File: src/video_display_pixel_generator_macros.svh
// Assertion helpers shared by the pixel generator modules.
`ifndef VIDEO_DISPLAY_PIXEL_GENERATOR_MACROS_SVH
`define VIDEO_DISPLAY_PIXEL_GENERATOR_MACROS_SVH
`ifndef SYNTHESIS
`define VDPG_ASSERT_SAME(lbl, clk, rst, ante, cons, msg) \
  lbl: assert property (@(posedge clk) disable iff (rst) (ante) |-> (cons)) \
    else $error(msg);
`define VDPG_ASSERT_NEXT(lbl, clk, rst, ante, cons, msg) \
  lbl: assert property (@(posedge clk) disable iff (rst) (ante) |=> (cons)) \
    else $error(msg);
`else
`define VDPG_ASSERT_SAME(lbl, clk, rst, ante, cons, msg)
`define VDPG_ASSERT_NEXT(lbl, clk, rst, ante, cons, msg)
`endif
`endif

File: src/vdpg_pkg.sv
`timescale 1ns / 1ps
package vdpg_pkg;

  localparam int ACTIVE_LINES_DEFAULT = 192;
  localparam int QUEUE_DEPTH_DEFAULT  = 2;

  // configuration register indexes
  localparam logic [1:0] CFG_GRAPHICS_ENABLE = 2'd0;
  localparam logic [1:0] CFG_GRAPHICS_MODE   = 2'd1;
  localparam logic [1:0] CFG_COLOUR_SET      = 2'd2;

  localparam logic [3:0] CHAR_ROW_LAST = 4'd11;
  localparam logic [3:0] SG4_TOP_ROWS  = 4'd6;
  localparam logic [3:0] SG6_TOP_ROWS  = 4'd4;
  localparam logic [3:0] SG6_MID_ROWS  = 4'd8;

  localparam logic [3:0] COLOUR_BLACK = 4'd8;
  localparam logic [3:0] COLOUR_BG1   = 4'd7;
  localparam logic [3:0] COLOUR_FG1   = 4'd1;
  localparam logic [3:0] COLOUR_FG0   = 4'd0;

  // one byte's worth of work for the pixel sequencer
  typedef struct packed {
    logic        two_bit;
    logic [1:0]  shift;      // pixel index >> shift = source element
    logic [7:0]  data;
    logic [3:0]  fg;         // in 2-bit modes: palette base
    logic [3:0]  bg;
    logic [4:0]  cnt_m1;     // pixels to emit minus one
    logic        eof;
    logic [12:0] fetch_address;
    logic [3:0]  glyph_row;
  } desc_t;

  // log2 of horizontal widening per mode (4,2,1,2,1,2,1,1)
  function automatic logic [1:0] widen_log2(input logic [2:0] mode);
    logic [1:0] r;
    unique case (mode)
      3'd0:    r = 2'd2;
      3'd1:    r = 2'd1;
      3'd3:    r = 2'd1;
      3'd5:    r = 2'd1;
      default: r = 2'd0;
    endcase
    return r;
  endfunction

  // scan lines per row per mode (3,3,3,2,2,1,1,1)
  function automatic logic [1:0] line_repeat(input logic [2:0] mode);
    logic [1:0] r;
    unique case (mode)
      3'd0, 3'd1, 3'd2: r = 2'd3;
      3'd3, 3'd4:       r = 2'd2;
      default:          r = 2'd1;
    endcase
    return r;
  endfunction

  function automatic logic [7:0] block_pattern(input logic [1:0] sel);
    logic [7:0] r;
    unique case (sel)
      2'd0:    r = 8'h00;
      2'd1:    r = 8'h0F;
      2'd2:    r = 8'hF0;
      default: r = 8'hFF;
    endcase
    return r;
  endfunction

endpackage

File: src/vdpg_front.sv
`timescale 1ns / 1ps
`include "video_display_pixel_generator_macros.svh"
module vdpg_front #(
  parameter int ACTIVE_LINES = vdpg_pkg::ACTIVE_LINES_DEFAULT
) (
  input  logic                clk,
  input  logic                rst,
  input  logic                cfg_write_enable,
  input  logic [1:0]          cfg_index,
  input  logic [2:0]          cfg_data,
  input  logic                in_valid,
  output logic                in_stall,
  input  logic [7:0]          video_byte,
  input  logic                alpha_semigraphics,
  input  logic                sixfold_select,
  input  logic                invert_glyph,
  input  logic                byte_colour_set,
  input  logic [7:0]          glyph_row_bits,
  input  logic                q_full,
  output logic                push,
  output vdpg_pkg::desc_t     push_desc
);
  import vdpg_pkg::*;

  localparam logic [8:0] LINES = 9'(ACTIVE_LINES);

  logic        graphics_enable;
  logic [2:0]  graphics_mode;
  logic        colour_set;

  logic [7:0]  pixel_column;
  logic [7:0]  scan_line;
  logic [1:0]  scan_mod3;
  logic [12:0] fetch_pointer;
  logic [12:0] line_start_pointer;
  logic [3:0]  char_row;

  logic [7:0]  pixel_column_next;
  logic [7:0]  scan_line_next;
  logic [1:0]  scan_mod3_next;
  logic [12:0] fetch_pointer_next;
  logic [12:0] line_start_pointer_next;
  logic [3:0]  char_row_next;

  logic        accept;
  logic [1:0]  wlog;
  logic [5:0]  n_pix;
  logic [8:0]  remaining;
  logic        line_end;
  logic [5:0]  emitted;
  logic [8:0]  new_line;
  logic [1:0]  new_mod3;
  logic        repeat_line;
  logic        frame_end;
  logic [3:0]  fg_frame;
  logic [3:0]  bg_frame;
  logic [1:0]  sel;
  logic [12:0] fetch_inc;
  logic [3:0]  char_row_inc;

  assign in_stall = q_full;
  assign accept   = in_valid && !in_stall;
  assign push     = accept;

  assign fg_frame = colour_set ? COLOUR_FG1 : COLOUR_FG0;
  assign bg_frame = colour_set ? COLOUR_BG1 : COLOUR_BLACK;

  // classify the byte
  always_comb begin
    push_desc = '0;
    sel       = 2'd0;
    wlog      = 2'd0;
    push_desc.bg = bg_frame;
    if (graphics_enable) begin
      wlog              = widen_log2(graphics_mode);
      push_desc.two_bit = !graphics_mode[0];
      push_desc.shift   = wlog + {1'b0, !graphics_mode[0]};
      push_desc.data    = video_byte;
      push_desc.fg      = graphics_mode[0] ? fg_frame : {1'b0, colour_set, 2'b00};
    end else if (alpha_semigraphics) begin
      if (sixfold_select) begin
        push_desc.fg = {2'b00, video_byte[7:6]};
        priority if (char_row < SG6_TOP_ROWS) sel = video_byte[5:4];
        else if (char_row < SG6_MID_ROWS)     sel = video_byte[3:2];
        else                                  sel = video_byte[1:0];
      end else begin
        push_desc.fg = {1'b0, video_byte[6:4]} + {1'b0, byte_colour_set, 2'b00};
        sel = (char_row < SG4_TOP_ROWS) ? video_byte[3:2] : video_byte[1:0];
      end
      push_desc.data = block_pattern(sel);
    end else begin
      push_desc.fg   = fg_frame;
      push_desc.data = invert_glyph ? ~glyph_row_bits : glyph_row_bits;
    end

    // run length, cut at the end of the line
    n_pix     = 6'd8 << wlog;
    remaining = 9'd256 - {1'b0, pixel_column};
    line_end  = {3'b000, n_pix} >= remaining;
    emitted   = line_end ? remaining[5:0] : n_pix;
    push_desc.cnt_m1 = 5'(emitted - 6'd1);

    // frame counters
    fetch_inc    = fetch_pointer + 13'd1;
    new_line     = {1'b0, scan_line} + 9'd1;
    new_mod3     = (scan_mod3 == 2'd2) ? 2'd0 : scan_mod3 + 2'd1;
    char_row_inc = (char_row >= CHAR_ROW_LAST) ? 4'd0 : char_row + 4'd1;
    if (graphics_enable) begin
      unique case (line_repeat(graphics_mode))
        2'd3:    repeat_line = (new_mod3 != 2'd0);
        2'd2:    repeat_line = new_line[0];
        default: repeat_line = 1'b0;
      endcase
    end else begin
      repeat_line = (char_row != CHAR_ROW_LAST);
    end
    frame_end = line_end && (new_line >= LINES);

    pixel_column_next       = pixel_column + 8'(emitted);
    scan_line_next          = scan_line;
    scan_mod3_next          = scan_mod3;
    fetch_pointer_next      = fetch_inc;
    line_start_pointer_next = line_start_pointer;
    char_row_next           = char_row;
    if (frame_end) begin
      pixel_column_next       = 8'd0;
      scan_line_next          = 8'd0;
      scan_mod3_next          = 2'd0;
      fetch_pointer_next      = 13'd0;
      line_start_pointer_next = 13'd0;
      char_row_next           = 4'd0;
    end else if (line_end) begin
      scan_line_next = new_line[7:0];
      scan_mod3_next = new_mod3;
      char_row_next  = char_row_inc;
      if (repeat_line) fetch_pointer_next = line_start_pointer;
      else             line_start_pointer_next = fetch_inc;
    end

    push_desc.eof           = frame_end;
    push_desc.fetch_address = fetch_pointer_next;
    push_desc.glyph_row     = char_row_next;
  end

  always_ff @(posedge clk) begin
    if (rst) begin
      graphics_enable    <= 1'b0;
      graphics_mode      <= 3'd0;
      colour_set         <= 1'b0;
      pixel_column       <= 8'd0;
      scan_line          <= 8'd0;
      scan_mod3          <= 2'd0;
      fetch_pointer      <= 13'd0;
      line_start_pointer <= 13'd0;
      char_row           <= 4'd0;
    end else begin
      if (cfg_write_enable) begin
        unique case (cfg_index)
          CFG_GRAPHICS_ENABLE: graphics_enable <= cfg_data[0];
          CFG_GRAPHICS_MODE:   graphics_mode   <= cfg_data;
          CFG_COLOUR_SET:      colour_set      <= cfg_data[0];
          default: ;
        endcase
      end
      if (accept) begin
        pixel_column       <= pixel_column_next;
        scan_line          <= scan_line_next;
        scan_mod3          <= scan_mod3_next;
        fetch_pointer      <= fetch_pointer_next;
        line_start_pointer <= line_start_pointer_next;
        char_row           <= char_row_next;
      end
    end
  end

  `VDPG_ASSERT_NEXT(a_line_end_col, clk, rst, accept && line_end, pixel_column == 8'd0, "column not at zero after line end")
  `VDPG_ASSERT_NEXT(a_line_hold, clk, rst, accept && !line_end, scan_line == $past(scan_line), "scan line moved mid-line")
  `VDPG_ASSERT_SAME(a_mod3, clk, rst, 1'b1, scan_mod3 != 2'd3, "scan line mod-3 tracker out of range")

endmodule

File: src/vdpg_queue.sv
`timescale 1ns / 1ps
`include "video_display_pixel_generator_macros.svh"
module vdpg_queue #(
  parameter int DEPTH = vdpg_pkg::QUEUE_DEPTH_DEFAULT
) (
  input  logic            clk,
  input  logic            rst,
  input  logic            push,
  input  vdpg_pkg::desc_t push_desc,
  output logic            full,
  output logic            q_valid,
  output vdpg_pkg::desc_t head,
  input  logic            pop
);
  import vdpg_pkg::*;

  localparam int PW = (DEPTH > 1) ? $clog2(DEPTH) : 1;
  localparam int CW = $clog2(DEPTH + 1);
  localparam logic [PW-1:0] LAST_SLOT = PW'(DEPTH - 1);

  desc_t          mem [DEPTH];
  logic [PW-1:0]  wr_ptr;
  logic [PW-1:0]  rd_ptr;
  logic [CW-1:0]  count;

  assign full    = (count == CW'(DEPTH));
  assign q_valid = (count != '0);
  assign head    = mem[rd_ptr];

  always_ff @(posedge clk) begin
    if (push) mem[wr_ptr] <= push_desc;
  end

  always_ff @(posedge clk) begin
    if (rst) begin
      wr_ptr <= '0;
      rd_ptr <= '0;
      count  <= '0;
    end else begin
      if (push) wr_ptr <= (wr_ptr == LAST_SLOT) ? '0 : wr_ptr + PW'(1);
      if (pop)  rd_ptr <= (rd_ptr == LAST_SLOT) ? '0 : rd_ptr + PW'(1);
      unique case ({push, pop})
        2'b10:   count <= count + CW'(1);
        2'b01:   count <= count - CW'(1);
        default: ;
      endcase
    end
  end

  `VDPG_ASSERT_SAME(a_no_overflow, clk, rst, push, !full, "push into full queue")
  `VDPG_ASSERT_SAME(a_no_underflow, clk, rst, pop, q_valid, "pop from empty queue")

endmodule

File: src/vdpg_back.sv
`timescale 1ns / 1ps
`include "video_display_pixel_generator_macros.svh"
module vdpg_back (
  input  logic            clk,
  input  logic            rst,
  input  logic            q_valid,
  input  vdpg_pkg::desc_t head,
  output logic            pop,
  output logic            out_valid,
  input  logic            out_stall,
  output logic [3:0]      pixel_colour,
  output logic            last_of_byte,
  output logic            end_of_frame,
  output logic [12:0]     fetch_address,
  output logic [3:0]      glyph_row
);
  import vdpg_pkg::*;

  logic [4:0] pix_idx;
  logic [4:0] src_idx;
  logic [7:0] bit_sh;
  logic [7:0] pair_sh;
  logic [3:0] colour;
  logic       load;
  logic       last;

  assign load = q_valid && (!out_valid || !out_stall);
  assign last = (pix_idx == head.cnt_m1);
  assign pop  = load && last;

  always_comb begin
    src_idx = pix_idx >> head.shift;
    bit_sh  = head.data << src_idx[2:0];
    pair_sh = head.data << {src_idx[1:0], 1'b0};
    if (head.two_bit) colour = head.fg | {2'b00, pair_sh[7:6]};
    else              colour = bit_sh[7] ? head.fg : head.bg;
  end

  always_ff @(posedge clk) begin
    if (rst) begin
      out_valid <= 1'b0;
      pix_idx   <= 5'd0;
    end else begin
      if (load) begin
        out_valid <= 1'b1;
        pix_idx   <= last ? 5'd0 : pix_idx + 5'd1;
      end else if (!out_stall) begin
        out_valid <= 1'b0;
      end
    end
  end

  always_ff @(posedge clk) begin
    if (load) begin
      pixel_colour  <= colour;
      last_of_byte  <= last;
      end_of_frame  <= last && head.eof;
      fetch_address <= head.fetch_address;
      glyph_row     <= head.glyph_row;
    end
  end

  `VDPG_ASSERT_NEXT(a_last_beat, clk, rst, pop, out_valid && last_of_byte, "final beat not marked")
  `VDPG_ASSERT_NEXT(a_mid_beat, clk, rst, load && !last, !last_of_byte, "mid-run beat marked last")
  `VDPG_ASSERT_SAME(a_idx_range, clk, rst, q_valid, pix_idx <= head.cnt_m1, "pixel index past run length")

endmodule

File: src/video_display_pixel_generator.sv
`timescale 1ns / 1ps
// Pixel generator for a 256-pixel-wide text/semigraphics/graphics display.
// Each accepted byte beat yields one output beat per pixel: 8 for text and
// semigraphics, 8, 16 or 32 in graphics depending on graphics_mode, fewer
// when the run reaches the end of a line. The output runs at one pixel per
// cycle while out_stall is low and a descriptor is queued; a queue of
// QUEUE_DEPTH byte descriptors lets the next bytes be accepted while the
// current run is still being shifted out. fetch_address and glyph_row on
// every pixel of a byte give the next fetch and ROM row.
module video_display_pixel_generator #(
  parameter int ACTIVE_LINES = vdpg_pkg::ACTIVE_LINES_DEFAULT,
  parameter int QUEUE_DEPTH  = vdpg_pkg::QUEUE_DEPTH_DEFAULT
) (
  input  logic        clk,
  input  logic        rst,
  input  logic        cfg_write_enable,
  input  logic [1:0]  cfg_index,
  input  logic [2:0]  cfg_data,
  input  logic        in_valid,
  output logic        in_stall,
  input  logic [7:0]  video_byte,
  input  logic        alpha_semigraphics,
  input  logic        sixfold_select,
  input  logic        invert_glyph,
  input  logic        byte_colour_set,
  input  logic [7:0]  glyph_row_bits,
  output logic        out_valid,
  input  logic        out_stall,
  output logic [3:0]  pixel_colour,
  output logic        last_of_byte,
  output logic        end_of_frame,
  output logic [12:0] fetch_address,
  output logic [3:0]  glyph_row
);
  import vdpg_pkg::*;

  logic  q_full;
  logic  push;
  logic  pop;
  logic  q_valid;
  desc_t push_desc;
  desc_t head;

  vdpg_front #(
    .ACTIVE_LINES(ACTIVE_LINES)
  ) u_front (
    .clk                (clk),
    .rst                (rst),
    .cfg_write_enable   (cfg_write_enable),
    .cfg_index          (cfg_index),
    .cfg_data           (cfg_data),
    .in_valid           (in_valid),
    .in_stall           (in_stall),
    .video_byte         (video_byte),
    .alpha_semigraphics (alpha_semigraphics),
    .sixfold_select     (sixfold_select),
    .invert_glyph       (invert_glyph),
    .byte_colour_set    (byte_colour_set),
    .glyph_row_bits     (glyph_row_bits),
    .q_full             (q_full),
    .push               (push),
    .push_desc          (push_desc)
  );

  vdpg_queue #(
    .DEPTH(QUEUE_DEPTH)
  ) u_queue (
    .clk       (clk),
    .rst       (rst),
    .push      (push),
    .push_desc (push_desc),
    .full      (q_full),
    .q_valid   (q_valid),
    .head      (head),
    .pop       (pop)
  );

  vdpg_back u_back (
    .clk           (clk),
    .rst           (rst),
    .q_valid       (q_valid),
    .head          (head),
    .pop           (pop),
    .out_valid     (out_valid),
    .out_stall     (out_stall),
    .pixel_colour  (pixel_colour),
    .last_of_byte  (last_of_byte),
    .end_of_frame  (end_of_frame),
    .fetch_address (fetch_address),
    .glyph_row     (glyph_row)
  );

endmodule

File: config.mk
export PLATFORM = sky130hd
export DESIGN_NAME = video_display_pixel_generator
export DESIGN_NICKNAME = d
export VERILOG_FILES = /design/src/vdpg_pkg.sv /design/src/vdpg_front.sv /design/src/vdpg_queue.sv /design/src/vdpg_back.sv /design/src/video_display_pixel_generator.sv
export VERILOG_INCLUDE_DIRS = /design/src /design/src/src
export SDC_FILE = /design/constraint.sdc
export NUM_CORES = 1
export LEC_CHECK = 0
export BUFFER_PORTS_ARGS = -buffer_cell sky130_fd_sc_hd__buf_2
export CORE_MARGIN = 8
export CORE_UTILIZATION = 25
export CTS_BUF_LIST = sky130_fd_sc_hd__clkbuf_8
export DETAILED_ROUTE_END_ITERATION = 6
export PLACE_DENSITY = 0.44
export SYNTH_ARGS = -nofsm -noshare
export SYNTH_HDL_FRONTEND = slang
export SYNTH_SLANG_ARGS = --single-unit
File: constraint.sdc
create_clock -name clk -period 3.95 [get_ports clk]
set_clock_uncertainty 0.05 [all_clocks]
set_input_delay 0.5925 -clock clk [delete_from_list [all_inputs] [get_ports clk]]
set_output_delay 0.5925 -clock clk [all_outputs]
set_load 0.01 [all_outputs]
== Word level (Yosys, flattened, before mapping) ==
Memory sizes are Yosys's and may differ from the RTL's. A register that Yosys moved wholly into a read port is not among the register bits.
Cells that the tools add are included.
Widths: inputs -> output; s select.
Cells by class
  add/sub/neg operators: 14
  magnitude comparators: 6
  eq/ne operators: 18
  shifts and indexed selects: 4
  muxes and demuxes: 49
  bitwise gates (word level): 2
  reductions and logical operators: 24
Operators by type and width (count)
  $mux 13: 5
  $mux 4: 8
  $mux 8: 4
  $mux 12: 2
  $mux 2: 12
  $pmux 8 s3: 1
  $shl 8x3->8: 2
  $eq 2x2->1 const B: 7
  $add 13x1->13 const B: 1
  $pmux 2 s2: 3
  $mux 1: 10
  $add 8x1->9 const B: 1
  $ge 6x9->1: 1
  $ge 9x8->1 const B: 1
  $sub 9x8->9 const A: 1
  $add 8x6->8: 1
  $lt 4x3->1 const B: 2
  $not 8->8: 1
  $reduce_and 2->1: 4
  $reduce_bool 2->1: 4
  $eq 2x1->1 const B: 3
  $eq 3x2->1 const B: 2
  $eq 3x3->1 const B: 2
  $mux 6: 1
  27 further kinds: 38
Word-level totals
  register bits: 86
  RAM bits: 84
  bits of input ports: 30
  output and inout port bits: 25
  word-level logic and storage cells: 137
  memories: 1
Memory list
  u_queue.mem: words 2, bits a word 42, rd ports 1, clocked after memory_dff 1, write ports 1, RTL line vdpg_queue.sv:21  | desc_t mem [DEPTH];

== Depth between registers and ports, before layout ==
Gate-level depths: netlist (run 1).
  word-level depth: 10
  mapped depth: 19
  gate-level depth less buffers: 17

== Hierarchy ==
From an unflattened synthesis (run 1), not the netlist that was laid out.
Second synthesis, totals
  cell total of the unflattened synthesis: 763
  area total of the unflattened synthesis: 8564.5 sq um
By module, submodules not included
  vdpg_front: times used 1, cells an instance 506, area each 3933.8 sq um, sequential area each 1061.0 sq um
  vdpg_queue: times used 1, cells an instance 153, area each 3228.1 sq um, sequential area each 2622.5 sq um
  vdpg_back: times used 1, cells an instance 104, area each 1402.6 sq um, sequential area each 810.8 sq um

== Worst setup path after synthesis (run 1) ==
OpenSTA, ideal clock, no wires.
  kind: reg2reg
  start point: register u_front.pixel_column[0]
  end point: register u_front.pixel_column[6]
  setup time: 0.066 ns
  arrival: 3.812 ns
  slack: 0.022 ns
  cell stages (with the launch flop): 18
  path buffers: 1
  period minus slack after synthesis: 3.928 ns
  cells stage by stage: dfxtp_1 > clkbuf_1 > inv_1 > ha_1 > nand2_1 > xor2_1 > inv_1 > ha_1 > a21o_1 > o21ai_1 > a21oi_1 > and2_1 > ha_1 > nand3_1 > a211o_1 > a2111o_1 > a21o_1 > a21oi_2
Between the ends
  longest elaborated chain between the ends: 5
Ends and longest elaborated chain
  from (decl): RTL line vdpg_front.sv:31  | logic [7:0] pixel_column;
  from (signal assigned): RTL line vdpg_front.sv:166  | pixel_column <= pixel_column_next;
  $sub 9x8->9: RTL line vdpg_front.sv:98  | remaining = 9'd256 - {1'b0, pixel_column};
  $ge 6x9->1: RTL line vdpg_front.sv:99  | line_end = {3'b000, n_pix} >= remaining;
  $mux 6: RTL line vdpg_front.sv:100  | emitted = line_end ? remaining[5:0] : n_pix;
  $add 8x6->8: RTL line vdpg_front.sv:119  | pixel_column_next = pixel_column + 8'(emitted);
  $mux 8 *: RTL line vdpg_front.sv:125  | if (frame_end) begin
Every way passes the cells marked *; elsewhere a longest branch is shown, timed or not.
A chain may end at the register's enable or synchronous reset.

== Worst setup path in the final report (run 1) ==
Same ends and word-level chain as after synthesis.

==> results of run 1 <==
## registers in the layout (all words and copies together), names as in the netlist, 3 cells and up, named ones only
signal,cells
u_back.fetch_address,13
u_front.char_row,4
u_front.pixel_column,8
u_front.scan_line,8
u_front.line_start_pointer,13
u_back.pix_idx,5
u_back.glyph_row,4
u_back.pixel_colour,4
u_front.fetch_pointer,13
u_queue.mem,80
u_front.graphics_mode,3
## placed cells by master, fill, tap and decap left out, types with 4 or more instances in the layout
cell       synthesis  final
o21ai_0           25     25
o2111ai_1          4      4
nand3_1           24     24
mux2i_1           29     29
nand2b_1           7      7
xnor2_1           16     16
inv_6              0      5
mux2_2            24     24
a21o_1             5      5
and2_1             8      8
and3_1             9      8
a211oi_1           8      8
o21a_1             7      7
ha_1              18     18
nand2_1           60     60
inv_1             22     24
o211ai_1           5      5
nor3_1             9      9
o31ai_1           12     12
mux4_2             4      4
xor2_1            28     28
or2_2             10     10
a21oi_1           32     30
nor2_1            75     74
a22oi_1            4      4
nand3b_1           6      6
clkbuf_8           0     18
buf_4              0     17
dfxtp_1           64     61
a2bb2oi_1         10     10
nand4_1            5      5
buf_2              5     54
a311oi_1           9      9
nor2b_1            4      4
edfxtp_1         103    103
## power by group through the flow
stage          registers [mW]  logic, mW  clock network, mW
5_1_grt                  2.07      0.531               1.29
6_report                 2.05      0.474               1.17
3_5_place_dp             2.10      0.486                  0
4_1_cts                  2.06      0.489               1.23
2_1_floorplan            2.10      0.293                  0
3_3_place_gp             2.09      0.484                  0
## synth_stat cells, types with 7 or more instances
| cell | number |
|---|---|
| a211oi_1 | 8 |
| a21oi_1 | 32 |
| a2bb2oi_1 | 10 |
| a311oi_1 | 9 |
| and2_1 | 8 |
| and3_1 | 9 |
| clkbuf_1 | 23 |
| dfxtp_1 | 64 |
| edfxtp_1 | 103 |
| ha_1 | 18 |
| inv_1 | 22 |
| mux2_2 | 24 |
| mux2i_1 | 29 |
| nand2_1 | 60 |
| nand2b_1 | 7 |
| nand3_1 | 24 |
| nor2_1 | 75 |
| nor3_1 | 9 |
| o21a_1 | 7 |
| o21ai_0 | 25 |
| o31ai_1 | 12 |
| or2_2 | 10 |
| xnor2_1 | 16 |
| xor2_1 | 28 |
## cell type report
class                   instances  area share (%)
well taps                     402            5.46
inverters                      22           0.896
repair buffers                 71            4.32
multi-input cells             503            37.8
clock buffers                  18            2.69
flip-flops and latches        167            47.5
clock inverters                14            1.34
## metal layers
layer  vias up  wire length, um
met4         2              129
met5         -                8
met1      2701             9340
met2        80             8940
met3         6              842
li1       2789                -
## logic make-up after synthesis
logic type	synth area share [%]
simple gates	14.0
flops	54.4
xor+xnor	4.79
mux	8.09
compound gates	13.3
fa+ha+maj	2.80
buf+inv	2.60
## worst max-delay path by stage
stage | slack [ns] | to | cells after the start | start
2_1_floorplan | 0.02 | u_front.pixel_column[6] | 17 | u_front.pixel_column[0]
3_3_place_gp | 0.20 | u_front.pixel_column[6] | 17 | u_front.pixel_column[0]
3_5_place_dp | 0.15 | u_front.pixel_column[6] | 17 | u_front.pixel_column[0]
4_1_cts | 0.11 | u_front.pixel_column[6] | 17 | u_front.pixel_column[0]
5_1_grt | 0.006 | u_front.pixel_column[6] | 16 | u_front.pixel_column[0]
6_report | 0.29 | u_front.pixel_column[6] | 16 | u_front.pixel_column[0]
## worst register-to-register path, delay by kind of cell, from the launching register on
family / cells / cell delay, ns
flip-flops: 1 / 0.40
AND/OR/NAND/NOR: 3 / 0.42
buffers and inverters: 2 / 0.17
XOR/XNOR: 1 / 0.20
AO/OA/AOI/OAI: 7 / 1.43
adder cells (fa/ha/maj): 3 / 0.92
==> out/summary.txt, run 1 <==
crit path max fanout - 8
CTS Sinks - 167
reg2reg start - u_front.pixel_column[0]
Worst Max-Slew Pin Slew - 0.877 ns
Hold WS - 0.369 ns
FP Rows - 65
Leak - 3.25 nW
combinational share of power - 12.8%
Buf/Inv on CP - 2
Syn. warnings - 0
setup ws final - 0.293 ns
sw frac - 26.9%
Max stage delay cell, worst path - dfxtp_2
GRT Resource Usage Total - 10.2%
Net Sw Power - 997 uW
layout cells sized above 1 - 19.2%
Hold Path Origin - out_stall
post-DR wirelength/cell - 16.1 um
Detailed Route WL - 19300 um
post-CTS setup buffer count - 0
run status - finished clean
die width - 195 um
setup TNS - 0 ns
worst path cell trace - inv_1 -> ha_1 -> nand2_1 -> xor2_1 -> inv_1 -> ha_1 -> a21o_1 -> o21ai_1 -> a21oi_1 -> and2_1 -> ha_1 -> nand3_1 -> a211o_1 -> a2111o_1 -> a21o_1 -> a21oi_2
Final Non-Filler Cells - 1197
worst skew pair latency - 0.45 ns
Final Util - 29.1%
Final HPWL DP - 13400 um
crit-path leading delay family - compound AO/OA/AOI/OAI gates
#FFs+latches synth - 167
core region area - 31600 um2
min Tclk post-route - 3.66 ns
pre-CTS WS - 0.150 ns
RSZ-0062 raised after global routing - no
synthesized instance count - 722
Synth-to-Final Area Change - 14.6%
Most common cell on crit path - ha_1
die height - 195 um
GRT met1 Usage - 13.4%
EDFF count, synth - 103
Pint - 2.70 mW
post-CTS sizing - 0
r2r endpoint - u_front.pixel_column[6]
nets@finish - 830
Avg Cell Area, Syn - 11.1 um2
GRT met2 Usage - 16.3%
initial antenna violation count - 1
fin. max-slew vios - 0
Initial DRT Pass Iterations - 5
root buffer cell - clkbuf_8
post-place instance area - 8840 um2
r2r worst-path depth - 16
CTS tree - done
Post-Synthesis Net Count - 770
Max Buffers Root-to-Sink - 2
Final period util - 92.6%
Unique masters post-synth - 65
FFs w/ async S/R, synth - 0%
Reg clk slew, reported paths - 0.10 ns
CP max stage delay - 0.40 ns
Design Area, Final - 9220 um2
via count of the first global-routing pass - 5547
worst hold path class - in2reg
routed vias/inst - 4.66
Max VDD drop - 0.173 mV
total CTS buffers - 17
ANT nets after route - 0
Top FF cell, synth - edfxtp_1
sequential cell area - 4380 um2
WHS Path Cells - 3
num ports - 55
Overflow after GRT - 0
Reg power frac - 55.5%
PD cells - 402 nW/um2
max_slew headroom - 41.0%
Synth Cell Area - 8040 um2
GPL Wtd Cong - 0.798
met3 Use GR - 2.42%
CP Class - reg2reg
Final Hold Fails - 0
port bufs - 54
H-tree levels - 4
post-synth top area share - 38.5%
vias - 5578
initial DRC count - 282
Crit. End Element - register
first-pass GRT wire length - 30600 um
die footprint - 38200 um2
ranking of synthesized cells by area - edfxtp_1 (38%), dfxtp_1 (16%), mux2i_1 (3.6%)
Initial Util - 25.4%
Final Setup Violations - 0
reg-to-reg setup timing slack - 0.29 ns
f_max - 273 MHz
DRC viols - 0
CP arrival - 4.00 ns
post-cts hold buffer count - 0
sink of the worst hold path - u_back.out_valid
largest net degree at the start of global routing - 41
global routing's busiest layer - met2
max_cap viols - 0
Synth area leader - edfxtp_1
post-synthesis sequential area ratio - 54.4%
antenna fix cells - 0
clock power share - 31.7%
dpl cells - 1165
area of the multi-input gates - 3480 um2
Worst Setup Start Kind - register
overall power - 3.70 mW
fill count - 3273
required time worst endpoint - 4.29 ns
No activity file was read; power rests on OpenSTA's default activity.
==> run 2, diff against run 1 <==
--- a/config.mk
+++ b/config.mk
@@ -11,7 +11,7 @@
 export CORE_UTILIZATION = 25
 export CTS_BUF_LIST = sky130_fd_sc_hd__clkbuf_8
 export DETAILED_ROUTE_END_ITERATION = 6
-export PLACE_DENSITY = 0.44
+export PLACE_DENSITY = 0.42
 export SYNTH_ARGS = -nofsm -noshare
 export SYNTH_HDL_FRONTEND = slang
 export SYNTH_SLANG_ARGS = --single-unit
==> out/summary.txt, run 2 (synthesized netlist as in run 1, its figures left out) <==
sequential cell area - 4380 um2 (unchanged)
Synth-to-Final Area Change - 15.1%
total CTS buffers - 17 (unchanged)
Final Hold Fails - 0 (unchanged)
first-pass GRT wire length - 31000 um (+1.4%)
Worst Setup Start Kind - register
core region area - 31600 um2 (unchanged)
max_slew headroom - 37.9% (-3.1 points)
Overflow after GRT - 0 (unchanged)
initial DRC count - 248 (-12%)
dpl cells - 1163 (-0.17%)
die height - 195 um (unchanged)
max_cap viols - 0 (unchanged)
CTS Sinks - 167 (unchanged)
nets@finish - 829 (-0.12%)
setup TNS - 0 ns (unchanged)
die footprint - 38200 um2 (unchanged)
Reg clk slew, reported paths - 0.10 ns (about the same)
largest reg by FF count - u_queue.mem
Final period util - 92.3% (-0.23 points)
Max VDD drop - 0.179 mV (+3.7%)
run status - finished clean
worst skew pair latency - 0.46 ns (about the same)
num ports - 55 (unchanged)
CP arrival - 4.01 ns (about the same)
post-cts hold buffer count - 0 (unchanged)
layout cells sized above 1 - 19.5% (+0.28 points)
CTS tree - done
post-DR wirelength/cell - 16.0 um (-0.53%)
H-tree levels - 4 (unchanged)
GPL Wtd Cong - 0.773 (-3.1%)
port bufs - 54 (unchanged)
GRT Resource Usage Total - 10.3% (+0.058 points)
Crit. End Element - register
required time worst endpoint - 4.31 ns (+0.02 ns)
largest net degree at the start of global routing - 44 (+7.3%)
die width - 195 um (unchanged)
Max Buffers Root-to-Sink - 2 (unchanged)
routed vias/inst - 4.60 (-1.2%)
crit path max fanout - 8 (unchanged)
post-place instance area - 8820 um2 (-0.17%)
PD cells - 414 nW/um2 (+3.0%)
Detailed Route WL - 19200 um (-0.53%)
root buffer cell - clkbuf_8
Design Area, Final - 9260 um2 (+0.42%)
DRC viols - 0 (unchanged)
Final HPWL DP - 13500 um (+0.66%)
most frequent cells in the layout - edfxtp_1 (103), nor2_1 (74), dfxtp_1 (61)
most common cell after layout, fill and taps aside - edfxtp_1
fill count - 3271 (-0.061%)
area of the multi-input gates - 3480 um2 (unchanged)
Leak - 3.27 nW (+0.62%)
max reg flops - 80 (unchanged)
Initial DRT Pass Iterations - 5 (unchanged)
RSZ-0062 raised after global routing - no
vias - 5510 (-1.2%)
initial antenna violation count - 2 (+1)
min Tclk post-route - 3.65 ns (-0.00928 ns)
Final Setup Violations - 0 (unchanged)
Final Non-Filler Cells - 1197 (unchanged)
CP Class - reg2reg
worst hold path class - in2reg
f_max - 274 MHz (+0.25%)
FP Rows - 65 (unchanged)
via count of the first global-routing pass - 5447 (-1.8%)
Worst Max-Slew Pin Slew - 0.924 ns (+0.0466 ns)
fin. max-slew vios - 0 (unchanged)
overall power - 3.83 mW (+3.4%)
Initial Util - 25.4% (unchanged)
ANT nets after route - 0 (unchanged)
run 2: worst max-delay path, cell delays in order, from the launching register on:
cell and delay (ns):
dfxtp_2 0.41, inv_1 0.07, ha_1 0.26, nand2_1 0.09, xor2_1 0.18, inv_1 0.09, ha_1 0.29, a21o_1 0.19
o21ai_1 0.19, a21oi_1 0.12, and2_1 0.21, ha_1 0.37, nand3_1 0.11, a211o_1 0.27, a2111o_1 0.39, a21o_1 0.20
a21oi_2 0.11
run 2: final cells by class:
cell class                      instances  share of cell area (%)
Sequential cell                       167                    47.3
Multi-Input combinational cell        503                    37.6
Tap cell                              402                    5.43
Timing Repair Buffer                   70                    4.22
Clock buffer                           17                    2.53
Clock inverter                         15                    1.96
Inverter                               22                   0.892
Antenna cell                            1                  0.0270
run 2: worst paths after layout:
path                                   endpoint  slack (ns)                          start  cells past startpoint
setup reg to reg        u_front.pixel_column[6]        0.30        u_front.pixel_column[0]                     16
hold reg to reg   u_front.line_start_pointer[9]        0.41  u_front.line_start_pointer[9]                      2
hold / removal         u_front.graphics_mode[2]        0.34                    cfg_data[2]                      3
setup / recovery        u_front.pixel_column[6]        0.30        u_front.pixel_column[0]                     16
run 2: layer usage:
metal	global-route usage [%]	routed length (um)	part of all wire [%]	vias up
met5	0	8	0.042	-
met4	3.40	247	1.3	2
met3	2.72	709	3.7	18
met2	16.0	8710	45	74
met1	13.8	9470	49	2630
li1	-	-	-	2786
run 2: timing repair:
action,in CTS,in global routing
setup buffers,0,1
hold endpoints to repair,0,0
gates resized for setup,0,3
setup endpoints to repair,0,4
run 2: power breakdown:
group / internal (mW) / switching, mW / total (mW)
registers: 2.00 / 0.0568 / 2.06
logic: 0.183 / 0.289 / 0.472
clock network: 0.594 / 0.705 / 1.30
run 2: per-stage QoR:
step	hold slack [ns]	setup slack [ns]	util (%)
final	0.338	0.302	29.3
after global routing	0.306	0.0158	29.3
after CTS	0.309	0.159	29.2
after detailed placement	0.401	0.175	27.9
after global placement	0.396	0.219	27.9
after floorplan	0.387	0.0216	-
==> run 3, diff against run 2 <==
--- a/config.mk
+++ b/config.mk
@@ -6,12 +6,12 @@
 export SDC_FILE = /design/constraint.sdc
 export NUM_CORES = 1
 export LEC_CHECK = 0
-export BUFFER_PORTS_ARGS = -buffer_cell sky130_fd_sc_hd__buf_2
 export CORE_MARGIN = 8
 export CORE_UTILIZATION = 25
 export CTS_BUF_LIST = sky130_fd_sc_hd__clkbuf_8
 export DETAILED_ROUTE_END_ITERATION = 6
-export PLACE_DENSITY = 0.42
+export DONT_BUFFER_PORTS = 1
+export PLACE_DENSITY = 0.41
 export SYNTH_ARGS = -nofsm -noshare
 export SYNTH_HDL_FRONTEND = slang
 export SYNTH_SLANG_ARGS = --single-unit
==> out/summary.txt, run 3 (synthesized netlist as in run 1, its figures left out) <==
num ports - 55 (unchanged)
Detailed Route WL - 19300 um (+0.94%)
max reg flops - 80 (unchanged)
post-CTS setup buffer count - 0 (unchanged)
most common cell after layout, fill and taps aside - edfxtp_1
Crit. End Element - register
PD cells - 412 nW/um2 (-0.32%)
Final Hold Fails - 0 (unchanged)
worst hold path class - in2reg
fin. max-slew vios - 0 (unchanged)
Overflow after GRT - 0 (unchanged)
Synth-to-Final Area Change - 11.5%
core region area - 31600 um2 (unchanged)
ANT nets after route - 0 (unchanged)
max_cap viols - 0 (unchanged)
crit path max fanout - 14 (+6)
die footprint - 38200 um2 (unchanged)
total CTS buffers - 17 (unchanged)
run status - finished clean
nets@finish - 776 (-6.4%)
CP max stage delay - 0.44 ns (+0.03 ns)
worst skew pair latency - 0.46 ns (about the same)
first-pass GRT wire length - 30800 um (-0.73%)
largest reg by FF count - u_queue.mem
CTS tree - done
required time worst endpoint - 4.30 ns (about the same)
routed vias/inst - 4.71 (+2.3%)
port bufs - 0 (-100%)
Final HPWL DP - 13600 um (+0.79%)
Max stage delay cell, worst path - a2111o_1
f_max - 275 MHz (+0.45%)
CTS Sinks - 167 (unchanged)
Reg clk slew, reported paths - 0.09 ns (about the same)
post-DR wirelength/cell - 16.9 um (+5.7%)
reg-to-reg setup timing slack - 0.32 ns (+0.02 ns)
die height - 195 um (unchanged)
Levels on crit path - 18 (+2)
post-CTS sizing - 0 (unchanged)
initial DRC count - 311 (+25%)
min Tclk post-route - 3.63 ns (-0.0165 ns)
fill count - 3285 (+0.43%)
initial antenna violation count - 0 (-2)
dpl cells - 1111 (-4.5%)
crit-path leading delay family - compound AO/OA/AOI/OAI gates
DRC viols - 0 (unchanged)
Hold WS - 0.147 ns (-0.191 ns)
RSZ-0062 raised after global routing - no
Final Non-Filler Cells - 1143 (-4.5%)
Worst Setup Start Kind - register
Initial DRT Pass Iterations - 5 (unchanged)
H-tree levels - 4 (unchanged)
vias - 5385 (-2.3%)
Max Buffers Root-to-Sink - 2 (unchanged)
Final period util - 91.9% (-0.42 points)
Design Area, Final - 8970 um2 (-3.1%)
most frequent cells in the layout - edfxtp_1 (103), nor2_1 (74), dfxtp_1 (61)
Worst Max-Slew Pin Slew - 0.832 ns (-0.0919 ns)
root buffer cell - clkbuf_8
CP Class - reg2reg
GPL Wtd Cong - 0.780 (+0.84%)
post-place instance area - 8570 um2 (-2.9%)
layout cells sized above 1 - 13.4% (-6.2 points)
WHS Path Cells - 1 (-2)
post-cts hold buffer count - 0 (unchanged)
max_slew headroom - 44.6% (+6.7 points)
via count of the first global-routing pass - 5379 (-1.2%)
Leak - 3.04 nW (-7.1%)
Buf/Inv on CP - 3 (+1)
worst path cell trace - inv_1 -> ha_1 -> nand2_1 -> xor2_1 -> inv_1 -> ha_1 -> nand2_1 -> a21oi_1 -> o21ai_1 -> a21oi_1 -> buf_4 -> nand2_1 -> o21ai_0 -> ha_1 -> a211oi_1 -> a2111o_1 -> a21o_1 -> a21oi_2
Final Setup Violations - 0 (unchanged)
Initial Util - 25.4% (unchanged)
GRT Resource Usage Total - 10.3% (+0.030 points)
antenna fix cells - 0 (-1)
r2r worst-path depth - 18 (+2)
setup TNS - 0 ns (unchanged)
FP Rows - 65 (unchanged)
Max VDD drop - 0.200 mV (+12%)
CP arrival - 3.98 ns (-0.03 ns)
largest net degree at the start of global routing - 59 (+34%)
die width - 195 um (unchanged)
## run 3: cell count changes in the layout (fill, tap and decap cells not counted), moves of 2 or more
| cell | before | now |
|---|---|---|
| buf_2 | 54 | 0 |
| inv_8 | 6 | 0 |
| clkinv_4 | 1 | 5 |
| clkinv_1 | 0 | 2 |
| clkinvlp_4 | 0 | 2 |
| inv_6 | 4 | 2 |
## run 3: area by class of cell
type | count | area [um2] | share of cell area, %
Sequential cell | 167 | 4380 | 48.8
Multi-Input combinational cell | 503 | 3480 | 38.8
Tap cell | 402 | 503 | 5.61
Clock buffer | 18 | 248 | 2.76
Clock inverter | 14 | 149 | 1.66
Timing Repair Buffer | 17 | 128 | 1.42
Inverter | 22 | 82.6 | 0.921
## run 3: power breakdown
part,internal [mW],total (mW),switching [mW]
logic,0.151,0.389,0.238
clock network,0.581,1.23,0.644
registers,2.00,2.08,0.0802
total,2.73,3.70,0.962
## run 3: final timing paths
check,startpoint,endpoint
setup / recovery,u_front.pixel_column[0],u_front.pixel_column[6]
hold reg to reg,u_front.line_start_pointer[9],u_front.line_start_pointer[9]
hold / removal,rst,u_back.out_valid
setup reg to reg,u_front.pixel_column[0],u_front.pixel_column[6]
## run 3: stage by stage
stage	worst slack, ns	total power, mW	util (%)
floorplan	0.0216	2.40	-
global placement	0.215	2.53	27.1
detailed placement	0.165	2.52	27.1
CTS	0.143	3.78	28.3
global route	0.0196	3.89	28.3
finish	0.319	3.70	28.3
## run 3: worst reg2reg max path, cell delays in order (launching register included)
cell and delay, ns:
dfxtp_2 0.41, inv_1 0.08, ha_1 0.27, nand2_1 0.10, xor2_1 0.20, inv_1 0.08
ha_1 0.30, nand2_1 0.05, a21oi_1 0.16, o21ai_1 0.11, a21oi_1 0.19, buf_4 0.24
nand2_1 0.14, o21ai_0 0.11, ha_1 0.22, a211oi_1 0.11, a2111o_1 0.44, a21o_1 0.20
a21oi_2 0.12
## run 3: routing by layer
metal | share of wire (%) | track usage [%] | wire length [um] | up-vias
li1 | - | - | - | 2683
met1 | 49 | 13.9 | 9430 | 2567
met2 | 45 | 15.8 | 8640 | 114
met3 | 4.6 | 2.70 | 899 | 21
met4 | 1.9 | 3.76 | 359 | 0
met5 | 0 | 0 | 0 | -
